===== src/rtl/core/obm_pkg.sv =====
// Shared types, constants and register map of the outer border marker.
package obm_pkg;

	localparam int PIX_W         = 24;
	localparam int EW_W          = 15;
	localparam int ROW_W         = 14;
	localparam int OY_W          = 13;
	localparam int ADDR_W        = 4;
	localparam int MAX_WIDTH_DEF = 4096;
	localparam int MAX_HEIGHT    = 8192;

	localparam logic [1:0] REG_WIDTH   = 2'd0;
	localparam logic [1:0] REG_HEIGHT  = 2'd1;
	localparam logic [1:0] REG_TRIGGER = 2'd2;
	localparam logic [1:0] REG_BORDER  = 2'd3;

	localparam logic [12:0]      WIDTH_RST   = 13'd640;
	localparam logic [13:0]      HEIGHT_RST  = 14'd480;
	localparam logic [PIX_W-1:0] TRIGGER_RST = 24'h000000;
	localparam logic [PIX_W-1:0] BORDER_RST  = 24'hFFFFFF;

	localparam logic OP_PIXEL = 1'b0;
	localparam logic OP_DRAIN = 1'b1;

	typedef struct packed {
		logic             restart;
		logic [EW_W-1:0]  width;
		logic [ROW_W-1:0] height;
		logic [PIX_W-1:0] trigger;
		logic [PIX_W-1:0] border;
	} cfg_t;

endpackage


===== src/rtl/core/obm_window.sv =====
// 3x3 window, output position tracking and border decision.
module obm_window #(
	parameter int MAX_WIDTH = obm_pkg::MAX_WIDTH_DEF
) (
	input  logic                      clk,
	input  logic                      arst_n,
	input  obm_pkg::cfg_t             cfg,
	input  logic                      adv,
	input  logic                      emit,
	input  logic [obm_pkg::PIX_W-1:0] above,
	input  logic [obm_pkg::PIX_W-1:0] mid,
	input  logic [obm_pkg::PIX_W-1:0] pix,
	output logic [obm_pkg::PIX_W-1:0] pixel,
	output logic                      last
);

	localparam int CW = $clog2(MAX_WIDTH);

	logic [obm_pkg::PIX_W-1:0] win_q [3][3];
	logic [obm_pkg::PIX_W-1:0] nw [3][3];
	logic [CW-1:0]             ox_q;
	logic [obm_pkg::OY_W-1:0]  oy_q;
	logic                      top_ok, bot_ok, left_ok, right_ok;
	logic                      right_edge, bot_edge;
	logic                      hit;
	logic [obm_pkg::PIX_W-1:0] center, t;

	always_comb begin
		for (int i = 0; i < 3; i++) begin
			nw[i][0] = win_q[i][1];
			nw[i][1] = win_q[i][2];
		end
		nw[0][2] = above;
		nw[1][2] = mid;
		nw[2][2] = pix;
	end

	assign t          = cfg.trigger;
	assign center     = nw[1][1];
	assign right_edge = (obm_pkg::EW_W'(ox_q) == cfg.width - obm_pkg::EW_W'(1));
	assign bot_edge   = (obm_pkg::ROW_W'(oy_q) == cfg.height - obm_pkg::ROW_W'(1));
	assign top_ok     = (oy_q != '0);
	assign bot_ok     = !bot_edge;
	assign left_ok    = (ox_q != '0);
	assign right_ok   = !right_edge;
	assign last       = right_edge && bot_edge;

	assign hit = (top_ok && left_ok  && nw[0][0] == t) ||
	             (top_ok             && nw[0][1] == t) ||
	             (top_ok && right_ok && nw[0][2] == t) ||
	             (left_ok            && nw[1][0] == t) ||
	             (right_ok           && nw[1][2] == t) ||
	             (bot_ok && left_ok  && nw[2][0] == t) ||
	             (bot_ok             && nw[2][1] == t) ||
	             (bot_ok && right_ok && nw[2][2] == t);

	assign pixel = (hit && center != t) ? cfg.border : center;

	always_ff @(posedge clk or negedge arst_n) begin
		if (!arst_n) begin
			for (int i = 0; i < 3; i++) begin
				for (int j = 0; j < 3; j++) begin
					win_q[i][j] <= '0;
				end
			end
			ox_q <= '0;
			oy_q <= '0;
		end else begin
			if (adv) begin
				for (int i = 0; i < 3; i++) begin
					for (int j = 0; j < 3; j++) begin
						win_q[i][j] <= nw[i][j];
					end
				end
			end
			if (cfg.restart) begin
				ox_q <= '0;
				oy_q <= '0;
			end else if (adv && emit) begin
				if (last) begin
					ox_q <= '0;
					oy_q <= '0;
				end else if (right_edge) begin
					ox_q <= '0;
					oy_q <= oy_q + 1'b1;
				end else begin
					ox_q <= ox_q + 1'b1;
				end
			end
		end
	end

endmodule


===== config.mk =====
export PLATFORM = sky130hd
export DESIGN_NAME = obm_window
export DESIGN_NICKNAME = d
export VERILOG_FILES = /design/src/rtl/core/obm_pkg.sv /design/src/rtl/core/obm_window.sv
export SDC_FILE = /design/constraint.sdc
export NUM_CORES = 1
export LEC_CHECK = 0
export ABC_AREA = 1
export BUFFER_PORTS_ARGS = -buffer_cell sky130_fd_sc_hd__buf_2
export CAP_MARGIN = 30
export CORE_MARGIN = 4
export CORE_UTILIZATION = 50
export DETAILED_ROUTE_END_ITERATION = 8
export PLACE_DENSITY = 0.72
export SLEW_MARGIN = 20
export SYNTH_ARGS = -nofsm -noshare
export SYNTH_HDL_FRONTEND = slang
export SYNTH_SLANG_ARGS = --single-unit

===== constraint.sdc =====
create_clock -name clk -period 4.55 [get_ports clk]
set_input_delay 0.2275 -clock clk [delete_from_list [all_inputs] [get_ports clk]]
set_output_delay 0.2275 -clock clk [all_outputs]
set_load 0.01 [all_outputs]

==> impl_metrics.yaml <==
run_status:
  outcome: "complete, no violations"
finish:
  syn2layout_area_growth_pct: 14.9
  antenna_cells: 0
  nets: 1794
  utilization_pct: 59.1
  fill_cells: 1997
  final_layout_size_suffix_gt1_share_pct: 15.3
drt:
  firstDrtPassIters: 5
  num_vias: 9956
  final_antenna_net_count: 0
  wl_per_cell_um: 15.6
  route.detailed.drc: 0
  drt_iter0_drc: 677
  wl_mm: 29.9
  routed_via_density: 5.19
logic_synthesis:
  synth_area_leaders: "dfrtp_1 39%, nand2_1 16%, xnor2_1 11%, o21ai_0 5.4%, xor2_1 5.1%"
  postSynthAreaPerCell_sq_um: 7.33
  ys_seq_elements: 169
  synthTopCellsByCount: "465 x nand2_1, 169 x dfrtp_1, 144 x inv_1"
  yosys.area.top_type: "dfrtp_1"
  ys_async_sr_fraction_pct: 100
  syn_area_sq_mm: 0.0109
  syn-num-nets: 1650
  netlist-cell-type-count: 38
  synth_edf_count: 0
  syn_inst: 1490
  ys_seq_area_share_pct: 38.7
  synth_ff_type: "dfrtp_1"
  synth.most_common_cell: "nand2_1"
  synth_top_area_share_pct: 38.7
  synth_warnings: 0
floorplanning:
  die_w_um: 156
  start_util_pct: 51.5
  die-area_sq_mm: 0.0243
  io_pins: 179
  coreArea_sq_mm: 0.0212
  die-height_um: 156
  num_rows: 53
clocking:
  h-tree-depth: 4
  cts_inserted_buffers: 17
  cts_setup_buffers: 0
  cts_max_path_buffers: 2
  ctsResizeCount: 0
  cts_tree: "yes"
  clk_pin_slew_worst_paths_ns: 0.06
  cts_hold_buffers: 1
  insertion_delay_ns: 0.44
  cts.sinks: 169
  clockRootBuffer: "clkbuf_16"
setup_path:
  worst_setup_path_end_kind: "primary output"
  worstPathRequired_ns: 4.32
  r2r_start: "ox_q[3]"
  crit_path_start_kind: "register"
  regToRegEndpoint: "oy_q[0]"
  cp.arrival_ns: 3.46
  rrSetupSlack_ns: 2.18
  ff2ff_path_depth: 10
  critical_path_class: "register to primary output"
  worstPathMaxFanout: 24
timing:
  setup_viol: 0
  period_needed_ns: 3.69
  rsz0062_at_grt: "no"
  finalCritPeriodShare_pct: 81.1
  clock.fmax_mhz: 271
  tightest_slew_ns: 1.02
  slew_viol_final: 0
  finClkSkew_ns: 0.00529
  hold_viol: 0
  slew_headroom_pct: 30.4
  setup_tns_ns: 0
power_and_ir_drop:
  p_leak_uw: 0.00610
  p_per_area_mw_per_mm2: 312
  irDropWorstVdd_mv: 0.296
min_path:
  hp-start: "mid[11]"
  hold_path_class: "input pin to register"
  min_path_cells: 3
  whs_endpoint: "center[11]"
grt:
  grt_max_degree: 110
  grt_antenna_before_repair: 0
  overflow: 0
  grt_pass1_wl_mm: 48.1
  grt_pass1_vias: 9524
  grt_usage_pct: 24.8
place:
  io_buffers: 178
  gp_congestion: 0.854
  post-dp-hpwl_mm: 22.5
run:
  drv_cap: 0
metrics by stage:
stage / instance area, sq um / worst slack [ns] / cells / total power [uW] / hold slack (ns)
after floorplan: 10900 / 2.48 / 1490 / 2240 / -0.0681
after global placement: 11900 / 1.44 / 1886 / 2500 / 0.262
after global routing: 12500 / 0.626 / 1920 / 4120 / 0.0108
final: 12500 / 0.862 / 1920 / 3920 / 0.0117
after CTS: 12500 / 0.885 / 1917 / 3930 / 0.00953
after detailed placement: 11900 / 1.32 / 1886 / 2510 / 0.258
critical path, cell delays in order, from the launching register on:
cell       delay, ns
dfrtp_1         0.44
xnor2_1         0.19
nand2_1         0.07
a2111oi_0       0.86
nand3_1         0.56
buf_4           0.37
nand2_4         0.23
nand2_1         0.10
nand2_1         0.06
buf_2           0.12
layer usage:
metal / vias up / wire, um / global-route usage, %
met5: - / 0 / 0
met1: 4677 / 13100 / 33.0
met2: 265 / 14400 / 41.5
met4: 0 / 693 / 7.25
met3: 43 / 1680 / 4.66
li1: 4971 / - / -
kinds of logic (layout without fill, tap and decap cells):
logic type               after synthesis  in the layout  synth area share [%]
AND/OR/NAND/NOR                      741            741                  29.0
multiplexers                           1              1                0.0917
XOR/XNOR                             202            202                  16.2
adder cells (fa/ha/maj)                6              6                 0.687
AO/OA/AOI/OAI                        153            153                  7.26
flip-flops                           169            169                  38.7
buffers and inverters                218            373                  7.99
cell type report:
class	instances	area, sq um	area share [%]
inverters	152	571	4.55
repair buffers	191	1020	8.17
clock buffers	22	464	3.70
multi-input cells	1103	5820	46.4
well taps	275	344	2.74
clock inverters	8	97.6	0.778
flip-flops and latches	169	4230	33.7
cell usage in the layout, fill, tap and decap left out, drive strengths merged, types with 5 or more instances in the layout:
master	n
a21oi	13
ha	6
dfrtp	169
clkinv	5
xor2	63
buf	190
nor3	23
xnor2	139
nand3	73
o22ai	5
or2	11
nand2	470
o21ai	130
inv	150
clkbuf	22
nor4	9
nand4	48
nor2	101
where the power goes:
group	internal, uW	switching (uW)	leakage, uW
Sequential	1640	108	0.00212
Clock	827	592	0.000268
Combinational	311	445	0.00371
Total	2770	1140	0.00610
registers in the layout, indices dropped and copies added, names as in the netlist:
signal  flops
nw        120
ox_q       12
oy_q       13
center     24
worst max path at each step:
stage	cells past startpoint	startpoint	to	slack, ns
6_report	9	center[16]	pixel[9]	0.86
4_1_cts	9	center[16]	pixel[9]	0.89
3_5_place_dp	10	cfg[47]	pixel[9]	1.32
5_1_grt	9	center[16]	pixel[4]	0.63
3_3_place_gp	10	cfg[47]	pixel[18]	1.44
2_1_floorplan	15	cfg[62]	pixel[10]	2.48
Note: power is estimated with default switching activity, not from simulation.
