$ cat src/rtl/core/obm_pkg.sv
// Shared types, constants and register map of the outer border marker.
package obm_pkg;

	localparam int PIX_W         = 24;
	localparam int EW_W          = 15;
	localparam int ROW_W         = 14;
	localparam int OY_W          = 13;
	localparam int ADDR_W        = 4;
	localparam int MAX_WIDTH_DEF = 4096;
	localparam int MAX_HEIGHT    = 8192;

	localparam logic [1:0] REG_WIDTH   = 2'd0;
	localparam logic [1:0] REG_HEIGHT  = 2'd1;
	localparam logic [1:0] REG_TRIGGER = 2'd2;
	localparam logic [1:0] REG_BORDER  = 2'd3;

	localparam logic [12:0]      WIDTH_RST   = 13'd640;
	localparam logic [13:0]      HEIGHT_RST  = 14'd480;
	localparam logic [PIX_W-1:0] TRIGGER_RST = 24'h000000;
	localparam logic [PIX_W-1:0] BORDER_RST  = 24'hFFFFFF;

	localparam logic OP_PIXEL = 1'b0;
	localparam logic OP_DRAIN = 1'b1;

	typedef struct packed {
		logic             restart;
		logic [EW_W-1:0]  width;
		logic [ROW_W-1:0] height;
		logic [PIX_W-1:0] trigger;
		logic [PIX_W-1:0] border;
	} cfg_t;

endpackage

$ cat src/rtl/core/obm_cfg.sv
// Configuration registers with APB access and effective frame geometry.
module obm_cfg #(
	parameter int MAX_WIDTH = obm_pkg::MAX_WIDTH_DEF
) (
	input  logic                       clk,
	input  logic                       arst_n,
	input  logic                       psel,
	input  logic                       penable,
	input  logic                       pwrite,
	input  logic [obm_pkg::ADDR_W-1:0] paddr,
	input  logic [31:0]                pwdata,
	output logic [31:0]                prdata,
	output logic                       pready,
	output obm_pkg::cfg_t              cfg
);

	logic [12:0]               width_q;
	logic [13:0]               height_q;
	logic [obm_pkg::PIX_W-1:0] trigger_q;
	logic [obm_pkg::PIX_W-1:0] border_q;
	logic                      wr;
	logic [1:0]                idx;

	assign pready = 1'b1;
	assign idx    = paddr[3:2];
	assign wr     = psel && penable && pwrite;

	always_ff @(posedge clk or negedge arst_n) begin
		if (!arst_n) begin
			width_q   <= obm_pkg::WIDTH_RST;
			height_q  <= obm_pkg::HEIGHT_RST;
			trigger_q <= obm_pkg::TRIGGER_RST;
			border_q  <= obm_pkg::BORDER_RST;
		end else if (wr) begin
			case (idx)
				obm_pkg::REG_WIDTH:   width_q   <= pwdata[12:0];
				obm_pkg::REG_HEIGHT:  height_q  <= pwdata[13:0];
				obm_pkg::REG_TRIGGER: trigger_q <= pwdata[obm_pkg::PIX_W-1:0];
				obm_pkg::REG_BORDER:  border_q  <= pwdata[obm_pkg::PIX_W-1:0];
				default: ;
			endcase
		end
	end

	always_comb begin
		case (idx)
			obm_pkg::REG_WIDTH:   prdata = 32'(width_q);
			obm_pkg::REG_HEIGHT:  prdata = 32'(height_q);
			obm_pkg::REG_TRIGGER: prdata = 32'(trigger_q);
			obm_pkg::REG_BORDER:  prdata = 32'(border_q);
			default:              prdata = '0;
		endcase
	end

	always_comb begin
		cfg.restart = wr && (idx == obm_pkg::REG_WIDTH || idx == obm_pkg::REG_HEIGHT);
		if (width_q == '0) begin
			cfg.width = obm_pkg::EW_W'(1);
		end else if (32'(width_q) > 32'(MAX_WIDTH)) begin
			cfg.width = obm_pkg::EW_W'(MAX_WIDTH);
		end else begin
			cfg.width = obm_pkg::EW_W'(width_q);
		end
		if (height_q == '0) begin
			cfg.height = obm_pkg::ROW_W'(1);
		end else if (32'(height_q) > 32'(obm_pkg::MAX_HEIGHT)) begin
			cfg.height = obm_pkg::ROW_W'(obm_pkg::MAX_HEIGHT);
		end else begin
			cfg.height = height_q;
		end
		cfg.trigger = trigger_q;
		cfg.border  = border_q;
	end

endmodule

$ cat config.mk
export PLATFORM = sky130hd
export DESIGN_NAME = obm_cfg
export DESIGN_NICKNAME = d
export VERILOG_FILES = /design/src/rtl/core/obm_pkg.sv /design/src/rtl/core/obm_cfg.sv
export SDC_FILE = /design/constraint.sdc
export NUM_CORES = 1
export LEC_CHECK = 0
export ABC_AREA = 1
export ABC_CLOCK_PERIOD_IN_PS = 2200
export BUFFER_PORTS_ARGS = -buffer_cell sky130_fd_sc_hd__buf_2
export CELL_PAD_IN_SITES_DETAIL_PLACEMENT = 1
export CELL_PAD_IN_SITES_GLOBAL_PLACEMENT = 2
export CORE_MARGIN = 2
export CORE_UTILIZATION = 29
export CTS_CLUSTER_DIAMETER = 30
export DETAILED_ROUTE_END_ITERATION = 16
export PLACE_DENSITY_LB_ADDON = 0.1
export RECOVER_POWER = 100
export SYNTH_ARGS = -nofsm -noshare
export SYNTH_HDL_FRONTEND = slang
export SYNTH_SLANG_ARGS = --single-unit
$ cat constraint.sdc
create_clock -name clk -period 2.2 [get_ports clk]
set_input_delay 0.11 -clock clk [delete_from_list [all_inputs] [get_ports clk]]
set_output_delay 0.11 -clock clk [all_outputs]
set_load 0.01 [all_outputs]
==> summary.txt, run 1 <==
STA
  • # setup viols final: 0
  • Minimum clock period after layout: 1.890 ns
  • Sum Neg Setup Slack: 0 ns
  • RSZ-0062 raised after global routing: false
  • Worst-Margin Slew: 1.248 ns
  • Relative slew margins: 16.47%
  • F_max: 529.1 MHz
  • Final Max Slew Viols: 0
  • Final hold vios: 0
  • Fin crit share: 85.91%
  • Clock Skew: 0 ns
  • Worst setup margin: 0.3099 ns

CTS
  • Num CTS Buffers: 9
  • Clock sinks: 75
  • Clock slew at reported path FFs: 0.06 ns
  • Clk_lat worst skew: 0.32 ns
  • Root Driver: clkbuf_16
  • CTS tree: built
  • H-Tree Depth: 3
  • CTS resizes: 0
  • Clock buffer depth: 2

Critical path
  • Critical path origin: paddr[3]
  • Critical path required time: 2.39 ns
  • Crit path to: trigger_q[11]
  • CP arrival: 2.08 ns
  • R2R Setup Slk: 1.13 ns
  • Top cell by count, worst path: nand2_1
  • Crit. path cell count: 7
  • Worst flop-to-flop path startpoint: height_q[13]
  • Startpoint Class: input pin
  • Crit path max fanout: 18
  • Worst path bufs/invs: 3
  • CP max stage delay: 0.57 ns
  • Crit Reg-Reg Endpoint: height_q[13]
  • CP delay by family, top: simple AND/OR/NAND/NOR gates
  • WS Path Type: in -> reg
  • FF-to-FF path depth: 3
  • Slowest cell on crit path: nor2_1
  • Endpoint class of the critical path: flip-flop
  • Critical-path cell list: clkbuf_1 > clkinv_1 > nor2_1 > nand2_1 > clkbuf_2 > nand2_1 > o21ai_0

Floorplanning
  • Full die area: 14,000 sq um
  • Die width: 118.3 um
  • Top-Level Pins: 152
  • Starting Density: 29.92%
  • DIE HEIGHT: 118.3 um
  • Core area: 12,670 sq um
  • Site row count: 41

Flow run
  • MaxCap Viol Count: 0

Routing
  • Initial DRC Count: 99
  • DR vias: 3,513
  • WL final: 11,980 um
  • Drt first pass iters: 4
  • Via density: 4.598
  • DRC Markers: 0
  • Post-DRT Antenna Nets: 0
  • DR WL/cell: 15.68 um

Cells and area
  • # diodes: 0
  • Share of cells above drive strength 1: 14.70%
  • Area Overhead vs Synth: 23.43%
  • # nets final: 628
  • Final non-filler cell total: 764
  • FILL cells: 1,642

Synthesis
  • Netlist cell types: 26
  • Synthesis Warnings: 0
  • Synth top area cells: dfrtp_1 30%, dfstp_2 21%, nand2_1 15%
  • Cell count after synthesis: 465
  • Seq cells post-synth: 75
  • Most common cell in the netlist: nand2_1
  • Yosys top cell by area: dfrtp_1
  • Async SR Flop Fraction: 100.0%
  • Number of flops mapped to enable cells by yosys: 0
  • Post-Syn Area: 3791 sq um
  • Commonest cells post-synth: 153 x nand2_1, 46 x o21ai_0, 45 x dfrtp_1, 37 x inv_1
  • Ys flop type: dfrtp_1
  • Synthesized area per cell: 8.153 sq um
  • Share of the synthesized area in the top cell type: 29.70%
  • Register area share after synthesis: 50.50%

Worst hold path
  • Worst hold path type: in -> reg

Global route
  • Largest net degree at the start of global routing: 76
  • GRT Overall Usage: 17.62%
  • Vias in the first global route: 3,621
  • Global-route wire length before repair: 19,570 um
  • Initial antenna violation count: 1
  • Grt total ovfl: 0

Placed design
  • IO buf count: 130
  • Post-DP HPWL: 8868 um
  • Placed Instances: 746
  • GPL Wtd Cong: 0.7497
  • Dpl ws: 0.6781 ns

Power
  • Max IR drop VDD: 0.0003042 V
  • Final Power: 4706 uW
  • Pwr dens: 1006 nW/um^2
  • LEAKAGE: 0.002222 uW

Status
  • Status: complete, no violations
worst min-delay path by stage:
stage | from | end | slack, ns | cells after the start
floorplan | arst_n | height_q[0] | -0.19 | 0
global placement | arst_n | trigger_q[15] | 0.33 | 1
detailed placement | arst_n | trigger_q[15] | 0.33 | 1
CTS | pwdata[16] | border_q[16] | 0.009 | 3
global route | pwdata[14] | border_q[14] | 0.03 | 3
finish | pwdata[14] | border_q[14] | 0.02 | 3
cell type report:
cell class                      instances  area (sq um)  area share, %
Clock buffer                           16         311.5          6.658
Inverter                               39         146.4          3.128
Multi-Input combinational cell        323          1481          31.66
Sequential cell                        75          1914          40.91
Tap cell                              172         215.2          4.599
Timing Repair Buffer                  139         610.6          13.05
metal layers:
layer | routed length, um | share of wire, % | up-vias | GRT usage (%)
met1 | 5563 | 46 | 1702 | 24.05
met4 | 79 | 0.66 | 2 | 4.518
met5 | 11 | 0.092 | - | 0
li1 | - | - | 1705 | -
met2 | 5487 | 46 | 98 | 27.35
met3 | 838 | 7.0 | 6 | 5.068
where the power goes:
part	switching [uW]	internal, uW	leakage, uW
Combinational	719	441	0.00118
Clock	540	950	0.000155
Sequential	326	1730	0.000882
Total	1580	3120	0.00222
timing repair:
item,in CTS,in global routing
hold buffers,2,0
hold endpoints to repair,46,0
buffers inserted,0,0
flip-flops by register name, indices dropped and copies added, names as in the netlist:
register	count
height_q	14
width_q	13
trigger_q	24
border_q	24
layout by cell type (no fill, tap or decap), drive strengths merged:
cell type	netlist	layout
a21boi	16	16
a21oi	4	4
a22o	10	10
and3	1	1
buf	28	50
clkbuf	9	103
clkinv	0	1
conb	2	11
dfrtp	45	45
dfstp	30	30
dlygate4sd3	0	2
inv	39	38
nand2	157	157
nand3	1	1
nand4	13	13
nor2	33	33
o21ai	75	75
or2	2	2
tightest hold or removal path, cell delays in order:
cell and delay (ns):
buf_2 0.09, inv_1 0.05, o21ai_0 0.08
cell families after synthesis:
| kind of cell | count (synthesis) | synth area share [%] |
|---|---|---|
| buffers and inverters | 76 | 10.16 |
| flip-flops | 75 | 50.50 |
| other | 2 | 0.1981 |
| AO/OA/AOI/OAI | 105 | 16.70 |
| AND/OR/NAND/NOR | 207 | 22.44 |
stage by stage:
stage	hold WS [ns]	utilization [%]	instance area (sq um)
finish	0.02178	36.93	4679
detailed placement	0.3280	35.57	4507
floorplan	-0.1856	-	3825
CTS	0.009445	38.19	4838
global route	0.02567	36.93	4679
global placement	0.3314	35.57	4507
Power figures use the tool's default switching activity.
==> run 2, diff against run 1 <==
--- a/config.mk
+++ b/config.mk
@@ -15,7 +15,6 @@
 export CTS_CLUSTER_DIAMETER = 30
 export DETAILED_ROUTE_END_ITERATION = 16
 export PLACE_DENSITY_LB_ADDON = 0.1
-export RECOVER_POWER = 100
 export SYNTH_ARGS = -nofsm -noshare
 export SYNTH_HDL_FRONTEND = slang
 export SYNTH_SLANG_ARGS = --single-unit
==> run 2 against run 1 <==
Against the previous run:
- final area increased by 3.4%
- cell count unchanged
- worst setup slack improved by 0.049 ns
- highest routed layer unchanged
- total power grew 2.6%
- critical path type is now reg -> out
- clock skew unchanged
- first-iteration DRC count grew 11%
- sequential power about the same
- critical path depth is 2 lower
==> summary.txt, run 2 (synthesis results as in run 1) <==
CTS
  • Post-CTS Setup Bufs: 0 (unchanged)
  • CTS resizes: 0 (unchanged)
  • H-Tree Depth: 3 (unchanged)
  • Clock buffer depth: 2 (unchanged)
  • CTS tree: built (unchanged)
  • Clock slew at reported path FFs: 0.06 ns (about the same)
  • Clock sinks: 75 (unchanged)
  • Hold-fix buffers, CTS: 2 (unchanged)
  • Num CTS Buffers: 9 (unchanged)
  • Root Driver: clkbuf_16 (unchanged)
  • Clk_lat worst skew: 0.32 ns (about the same)

Cells and area
  • # diodes: 0 (unchanged)
  • Multi-input gate area: 1525 sq um (was 1481 sq um)
  • Share of cells above drive strength 1: 33.78% (was 14.70%)
  • Commonest non-fill, non-tap cells in the layout: 153 x nand2_1, 129 x buf_2, 46 x o21ai_0 (was 156 x nand2_1, 85 x clkbuf_1, 68 x o21ai_0)
  • Commonest non-fill, non-tap cell in the layout: nand2_1 (unchanged)
  • FILL cells: 1,605 (was 1,642)
  • # nets final: 628 (unchanged)
  • Largest regs: border_q x24, trigger_q x24, height_q x14 (unchanged)
  • FF/Latch Area: 1914 sq um (unchanged)
  • Area Overhead vs Synth: 27.62% (was 23.43%)

Routing
  • Post-DRT Antenna Nets: 0 (unchanged)
  • WL final: 12,000 um (was 11,980 um)
  • Initial DRC Count: 110 (was 99)
  • DRC Markers: 0 (unchanged)
  • Drt first pass iters: 4 (unchanged)
  • Via density: 4.575 (was 4.598)
  • DR WL/cell: 15.71 um (was 15.68 um)
  • DR vias: 3,495 (was 3,513)

Floorplanning
  • Starting Density: 29.92% (unchanged)
  • DIE HEIGHT: 118.3 um (unchanged)
  • Site row count: 41 (unchanged)
  • Top-Level Pins: 152 (unchanged)
  • Core area: 12,670 sq um (unchanged)
  • Full die area: 14,000 sq um (unchanged)
  • Die width: 118.3 um (unchanged)

STA
  • Minimum clock period after layout: 1.841 ns (was 1.890 ns)
  • Sum Neg Setup Slack: 0 ns (unchanged)
  • Clock Skew: 0 ns (unchanged)
  • F_max: 543.1 MHz (was 529.1 MHz)
  • Relative slew margins: 35.62% (was 16.47%)
  • Worst-Margin Slew: 0.9658 ns (was 1.248 ns)
  • # setup viols final: 0 (unchanged)
  • Fin crit share: 83.70% (was 85.91%)
  • Final Max Slew Viols: 0 (unchanged)
  • RSZ-0062 raised after global routing: false (unchanged)
  • Final hold vios: 0 (unchanged)

Status
  • Status: complete, no violations (unchanged)

Critical path
  • Critical path required time: 2.09 ns (was 2.39 ns)
  • Endpoint class of the critical path: output pin (was flip-flop)
  • Crit path max fanout: 12 (was 18)
  • Worst path bufs/invs: 1 (was 3)
  • Startpoint Class: flip-flop (was input pin)
  • WS Path Type: reg -> out (was in -> reg)
  • CP max stage delay: 0.45 ns (was 0.57 ns)
  • CP delay by family, top: simple AND/OR/NAND/NOR gates (unchanged)
  • CP arrival: 1.73 ns (was 2.08 ns)
  • Slowest cell on crit path: dfrtp_1 (was nor2_1)
  • Critical-path cell list: or2_1 > nor2_1 > nand2_1 > a21boi_0 > buf_2 (was clkbuf_1 > clkinv_1 > nor2_1 > nand2_1 > clkbuf_2 > nand2_1 > o21ai_0)

Placed design
  • Post-DP HPWL: 8868 um (unchanged)
  • GPL Wtd Cong: 0.7497 (unchanged)
  • IO buf count: 130 (unchanged)

Power
  • LEAKAGE: 0.002543 uW (was 0.002222 uW)
  • Max IR drop VDD: 0.0003077 V (was 0.0003042 V)
  • Sw power: 1592 uW (was 1585 uW)
  • Net Sw Frac: 32.97% (was 33.68%)
  • Clock share of power: 30.9% (was 31.7%)
  • Pwr dens: 997.8 nW/um^2 (was 1006 nW/um^2)
  • Comb power frac: 26.1% (was 24.6%)
  • Seq pwr share: 42.9% (was 43.7%)
  • Int Power: 3236 uW (was 3121 uW)
  • Final Power: 4828 uW (was 4706 uW)

Global route
  • GRT Overall Usage: 17.62% (unchanged)
  • Largest net degree at the start of global routing: 76 (unchanged)
  • Global-route wire length before repair: 19,570 um (unchanged)
  • Grt total ovfl: 0 (unchanged)
  • Initial antenna violation count: 1 (unchanged)
  • Vias in the first global route: 3,621 (unchanged)

Worst hold path
  • Worst hold path type: in -> reg (unchanged)

Flow run
  • MaxCap Viol Count: 0 (unchanged)
## run 2: final cells by class
class	count	share of cell area [%]
Multi-Input combinational cell	323	31.52
Tap cell	172	4.448
Sequential cell	75	39.57
Clock buffer	16	6.439
Timing Repair Buffer	139	15.00
Inverter	39	3.026
## run 2: power groups by stage
stage                     Sequential [uW]  Combinational, uW  Clock [uW]
after floorplan                      2070                674           0
after global placement               2080               1260           0
after detailed placement             2090               1290           0
after CTS                            2080               1290        1530
after global routing                 2130               1430        1590
final                                2070               1260        1490
## run 2: worst register-to-register path, cell delays in order, from the launching register on
cell,delay (ns)
dfrtp_1,0.65
nand2_1,0.09
o21ai_0,0.08
## run 2: worst paths after layout
kind	from	to	slack [ns]	depth (start not counted)
max	height_q[1]	cfg[51]	0.36	5
min	pwdata[16]	border_q[16]	0.02	3
max reg2reg	width_q[12]	width_q[12]	1.30	2
min reg2reg	border_q[15]	border_q[15]	0.49	2
max in group asynchronous	arst_n	height_q[2]	1.10	2
min in group asynchronous	arst_n	trigger_q[15]	0.47	2
## run 2: per-layer routing
layer	vias up	part of all wire, %	wire length, um	global-route usage [%]
met3	9	6.2	746	5.068
met2	94	45	5447	27.35
met1	1685	47	5680	24.05
li1	1705	-	-	-
met5	-	0.092	11	0
met4	2	0.95	114	4.518
## run 2: per-stage QoR
step	utilization [%]	std cells	hold slack [ns]	instance area, sq um	worst slack, ns
2_1_floorplan	-	474	-0.1856	3825	0.8447
3_3_place_gp	35.57	746	0.3314	4507	0.7077
3_5_place_dp	35.57	746	0.3280	4507	0.6781
4_1_cts	38.19	764	0.009445	4838	0.3334
5_1_grt	38.19	764	0.02456	4838	0.1389
6_report	38.19	764	0.01920	4838	0.3587
==> run 3, diff against run 2 <==
--- a/config.mk
+++ b/config.mk
@@ -5,8 +5,8 @@
 export SDC_FILE = /design/constraint.sdc
 export NUM_CORES = 1
 export LEC_CHECK = 0
-export ABC_AREA = 1
-export ABC_CLOCK_PERIOD_IN_PS = 2200
+export ABC_AREA = 0
+export ABC_CLOCK_PERIOD_IN_PS = 1500
 export BUFFER_PORTS_ARGS = -buffer_cell sky130_fd_sc_hd__buf_2
 export CELL_PAD_IN_SITES_DETAIL_PLACEMENT = 1
 export CELL_PAD_IN_SITES_GLOBAL_PLACEMENT = 2
==> constraint.sdc (replaced) <==
create_clock -name clk -period 1.5 [get_ports clk]
set_input_delay 0.075 -clock clk [delete_from_list [all_inputs] [get_ports clk]]
set_output_delay 0.075 -clock clk [all_outputs]
set_load 0.01 [all_outputs]
==> run 3 against run 2 <==
Against the previous run:
- the run now ends with negative setup slack left
- via count down 24%
- sequential share of layout area shrank 3.2 points
- clock power is 34% higher
- clock skew unchanged
- utilization is 1.8 points higher
- sequential cell count stayed put
- cell count decreased by 23%
- worst setup slack worse by 0.43 ns
==> summary.txt, run 3 <==
Synthesis
  • Register area share after synthesis: 48.94% (was 50.50%)
  • Post-Syn Area: 3911 sq um (was 3791 sq um)
  • Most common cell in the netlist: dfrtp_1 (was nand2_1)
  • Synth top area cells: dfrtp_1 29%, dfstp_2 20%, mux2_4 15% (was dfrtp_1 30%, dfstp_2 21%, nand2_1 15%)
  • Synthesized area per cell: 15.22 sq um (was 8.153 sq um)
  • Share of the synthesized area in the top cell type: 28.79% (was 29.70%)
  • Commonest cells post-synth: 45 x dfrtp_1, 40 x mux2_4, 36 x mux2_2, 33 x nor2b_1, 30 x dfstp_2 (was 153 x nand2_1, 46 x o21ai_0, 45 x dfrtp_1, 37 x inv_1)
  • Async SR Flop Fraction: 100.0% (unchanged)
  • Ys flop type: dfrtp_1 (unchanged)
  • Cell count after synthesis: 257 (was 465)
  • Number of flops mapped to enable cells by yosys: 0 (unchanged)
  • Synthesis Warnings: 0 (unchanged)
  • Seq cells post-synth: 75 (unchanged)
  • Yosys top cell by area: dfrtp_1 (unchanged)
  • Netlist cell types: 24 (was 26)

STA
  • Minimum clock period after layout: 1.567 ns
  • Clock Skew: 0 ns (unchanged)
  • Worst setup margin: -0.06655 ns (was 0.3587 ns)
  • Fin crit share: 104.4%
  • Hold_ws: 0.01996 ns (was 0.01920 ns)
  • RSZ-0062 raised after global routing: true (was false)
  • Final hold vios: 0 (unchanged)
  • Final Max Slew Viols: 0 (unchanged)
  • F_max: 638.3 MHz
  • # setup viols final: 3 (was 0)

Critical path
  • Critical path required time: 1.42 ns (was 2.09 ns)
  • Critical-path cell list: buf_6 > mux4_2 > buf_6 (was or2_1 > nor2_1 > nand2_1 > a21boi_0 > buf_2)
  • Endpoint class of the critical path: output pin (unchanged)
  • Startpoint Class: flip-flop (unchanged)
  • Slowest cell on crit path: mux4_2 (was dfrtp_1)
  • Crit path max fanout: 2 (was 12)
  • Top cell by count, worst path: buf_6
  • CP max stage delay: 0.45 ns (about the same)
  • CP arrival: 1.49 ns (was 1.73 ns)
  • WS Path Type: reg -> out (unchanged)

Global route
  • GRT Overall Usage: 15.75% (was 17.62%)
  • Initial antenna violation count: 0 (was 1)
  • Global-route wire length before repair: 16,860 um (was 19,570 um)
  • Largest net degree at the start of global routing: 76 (unchanged)
  • Vias in the first global route: 2,887 (was 3,621)
  • Grt total ovfl: 0 (unchanged)

Worst hold path
  • Worst hold path type: in -> reg (unchanged)

Floorplanning
  • Top-Level Pins: 152 (unchanged)
  • Site row count: 42 (was 41)
  • Die width: 120.1 um (was 118.3 um)
  • DIE HEIGHT: 120.1 um (was 118.3 um)
  • Core area: 13,190 sq um (was 12,670 sq um)
  • Full die area: 14,430 sq um (was 14,000 sq um)
  • Starting Density: 29.65% (was 29.92%)

CTS
  • Clk_lat worst skew: 0.33 ns (was 0.32 ns)
  • H-Tree Depth: 3 (unchanged)
  • Clock buffer depth: 2 (unchanged)
  • Root Driver: clkbuf_16 (unchanged)
  • Num CTS Buffers: 9 (unchanged)
  • Clock sinks: 75 (unchanged)
  • CTS tree: built (unchanged)
  • Clock slew at reported path FFs: 0.06 ns (about the same)

Placed design
  • Post-DP HPWL: 7704 um (was 8868 um)
  • IO buf count: 130 (unchanged)
  • GPL Wtd Cong: 0.7041 (was 0.7497)

Cells and area
  • Commonest non-fill, non-tap cells in the layout: 125 x buf_2, 41 x dfrtp_1, 40 x mux2_4 (was 153 x nand2_1, 129 x buf_2, 46 x o21ai_0)
  • Area Overhead vs Synth: 34.87% (was 27.62%)
  • Final Util: 39.99% (was 38.19%)
  • Share of cells above drive strength 1: 71.53% (was 33.78%)
  • Largest regs: border_q x24, trigger_q x24, height_q x14 (unchanged)
  • Commonest non-fill, non-tap cell in the layout: buf_2 (was nand2_1)
  • # nets final: 448 (was 628)
  • # diodes: 0 (unchanged)

Routing
  • DR WL/cell: 18.50 um (was 15.71 um)
  • Via density: 4.523 (was 4.575)
  • DR vias: 2,655 (was 3,495)
  • Post-DRT Antenna Nets: 0 (unchanged)
  • Drt first pass iters: 4 (unchanged)
  • Initial DRC Count: 60 (was 110)
  • WL final: 10,860 um (was 12,000 um)
  • DRC Markers: 0 (unchanged)

Power
  • LEAKAGE: 0.002573 uW (was 0.002543 uW)
  • Pwr dens: 1417 nW/um^2 (was 997.8 nW/um^2)
  • Max IR drop VDD: 0.0004730 V (was 0.0003077 V)

Flow run
  • MaxCap Viol Count: 0 (unchanged)

Status
  • Failing checks: negative setup slack
  • Status: finished with violations (was complete, no violations)
-- run 3: cell types whose count changed after synthesis, sizes merged, moves of 6 or more --
cell,before,now
a21boi,16,0
a22o,10,0
buf,28,22
inv,39,0
mux2,0,76
mux2i,0,10
mux4,0,13
nand2,157,2
nand4,13,0
nor2,33,4
nor2b,0,33
o21ai,75,1
-- run 3: worst paths after layout --
path                         startpoint            to  slack (ns)  depth (start not counted)
min reg2reg                trigger_q[1]  trigger_q[1]        0.53                          1
max reg2reg                height_q[11]  height_q[11]        0.43                          3
min                           pwdata[5]   border_q[5]        0.02                          2
max in group asynchronous        arst_n  border_q[23]        0.84                          3
min in group asynchronous        arst_n  trigger_q[8]        0.31                          3
max                        height_q[11]    prdata[11]       -0.07                          3
-- run 3: cells by family (layout without fill, tap and decap cells) --
group	count (synthesis)	in the layout	synth area share, %
simple gates	51	51	9.341
mux	99	99	35.76
buf+inv	27	172	5.246
compound gates	3	3	0.5119
flops	75	75	48.94
other cells	2	11	0.1920
-- run 3: layout make-up --
class                      count  area (sq um)
timing repair buffer         157         998.5
clock inverter                 4         27.53
tap                          176         220.2
multi-input combinational    164          1867
sequential                    75          1919
clock buffer                  11         242.7
fill                        1420          7915
-- run 3: power by group --
group | internal, uW | switching [uW] | total, uW
logic | 1340 | 1030 | 2370
clock network | 1150 | 838 | 1990
registers | 2650 | 470 | 3120
total | 5140 | 2340 | 7480
-- run 3: worst max-delay path: cells and delay by family (launching register included) --
kind | cells | cell delay [ns]
buf+inv | 2 | 0.28
flops | 1 | 0.43
mux | 1 | 0.45
-- run 3: stage by stage --
stage                     cell area (sq um)  std cells  total power (uW)  TNS, ns  setup WS, ns
after floorplan                        3945        266              4386        0        0.3874
final                                  5275        587              7476  -0.1371      -0.06655
after detailed placement               4806        559              5436        0       0.07713
after global placement                 4806        559              5399        0       0.09890
after global routing                   5275        587              7911  -0.3059       -0.1042
after CTS                              5246        587              7574  -0.2072      -0.07575
-- run 3: metal layers --
metal  GRT usage [%]  routed length, um  vias to the layer above
li1                -                  -                     1200
met4           6.176                162                        0
met1           21.79               5131                     1362
met5               0                  0                        -
met3           2.709                500                       12
met2           24.57               5065                       81
-- run 3: what timing repair did --
item                                   4_1_cts  5_1_grt
hold buffers                                12        0
pin swaps                                    1        1
gates resized for setup                      7        9
buffers inserted                             1        0
setup endpoints to repair                    3        9
endpoints found under the hold margin       66        0
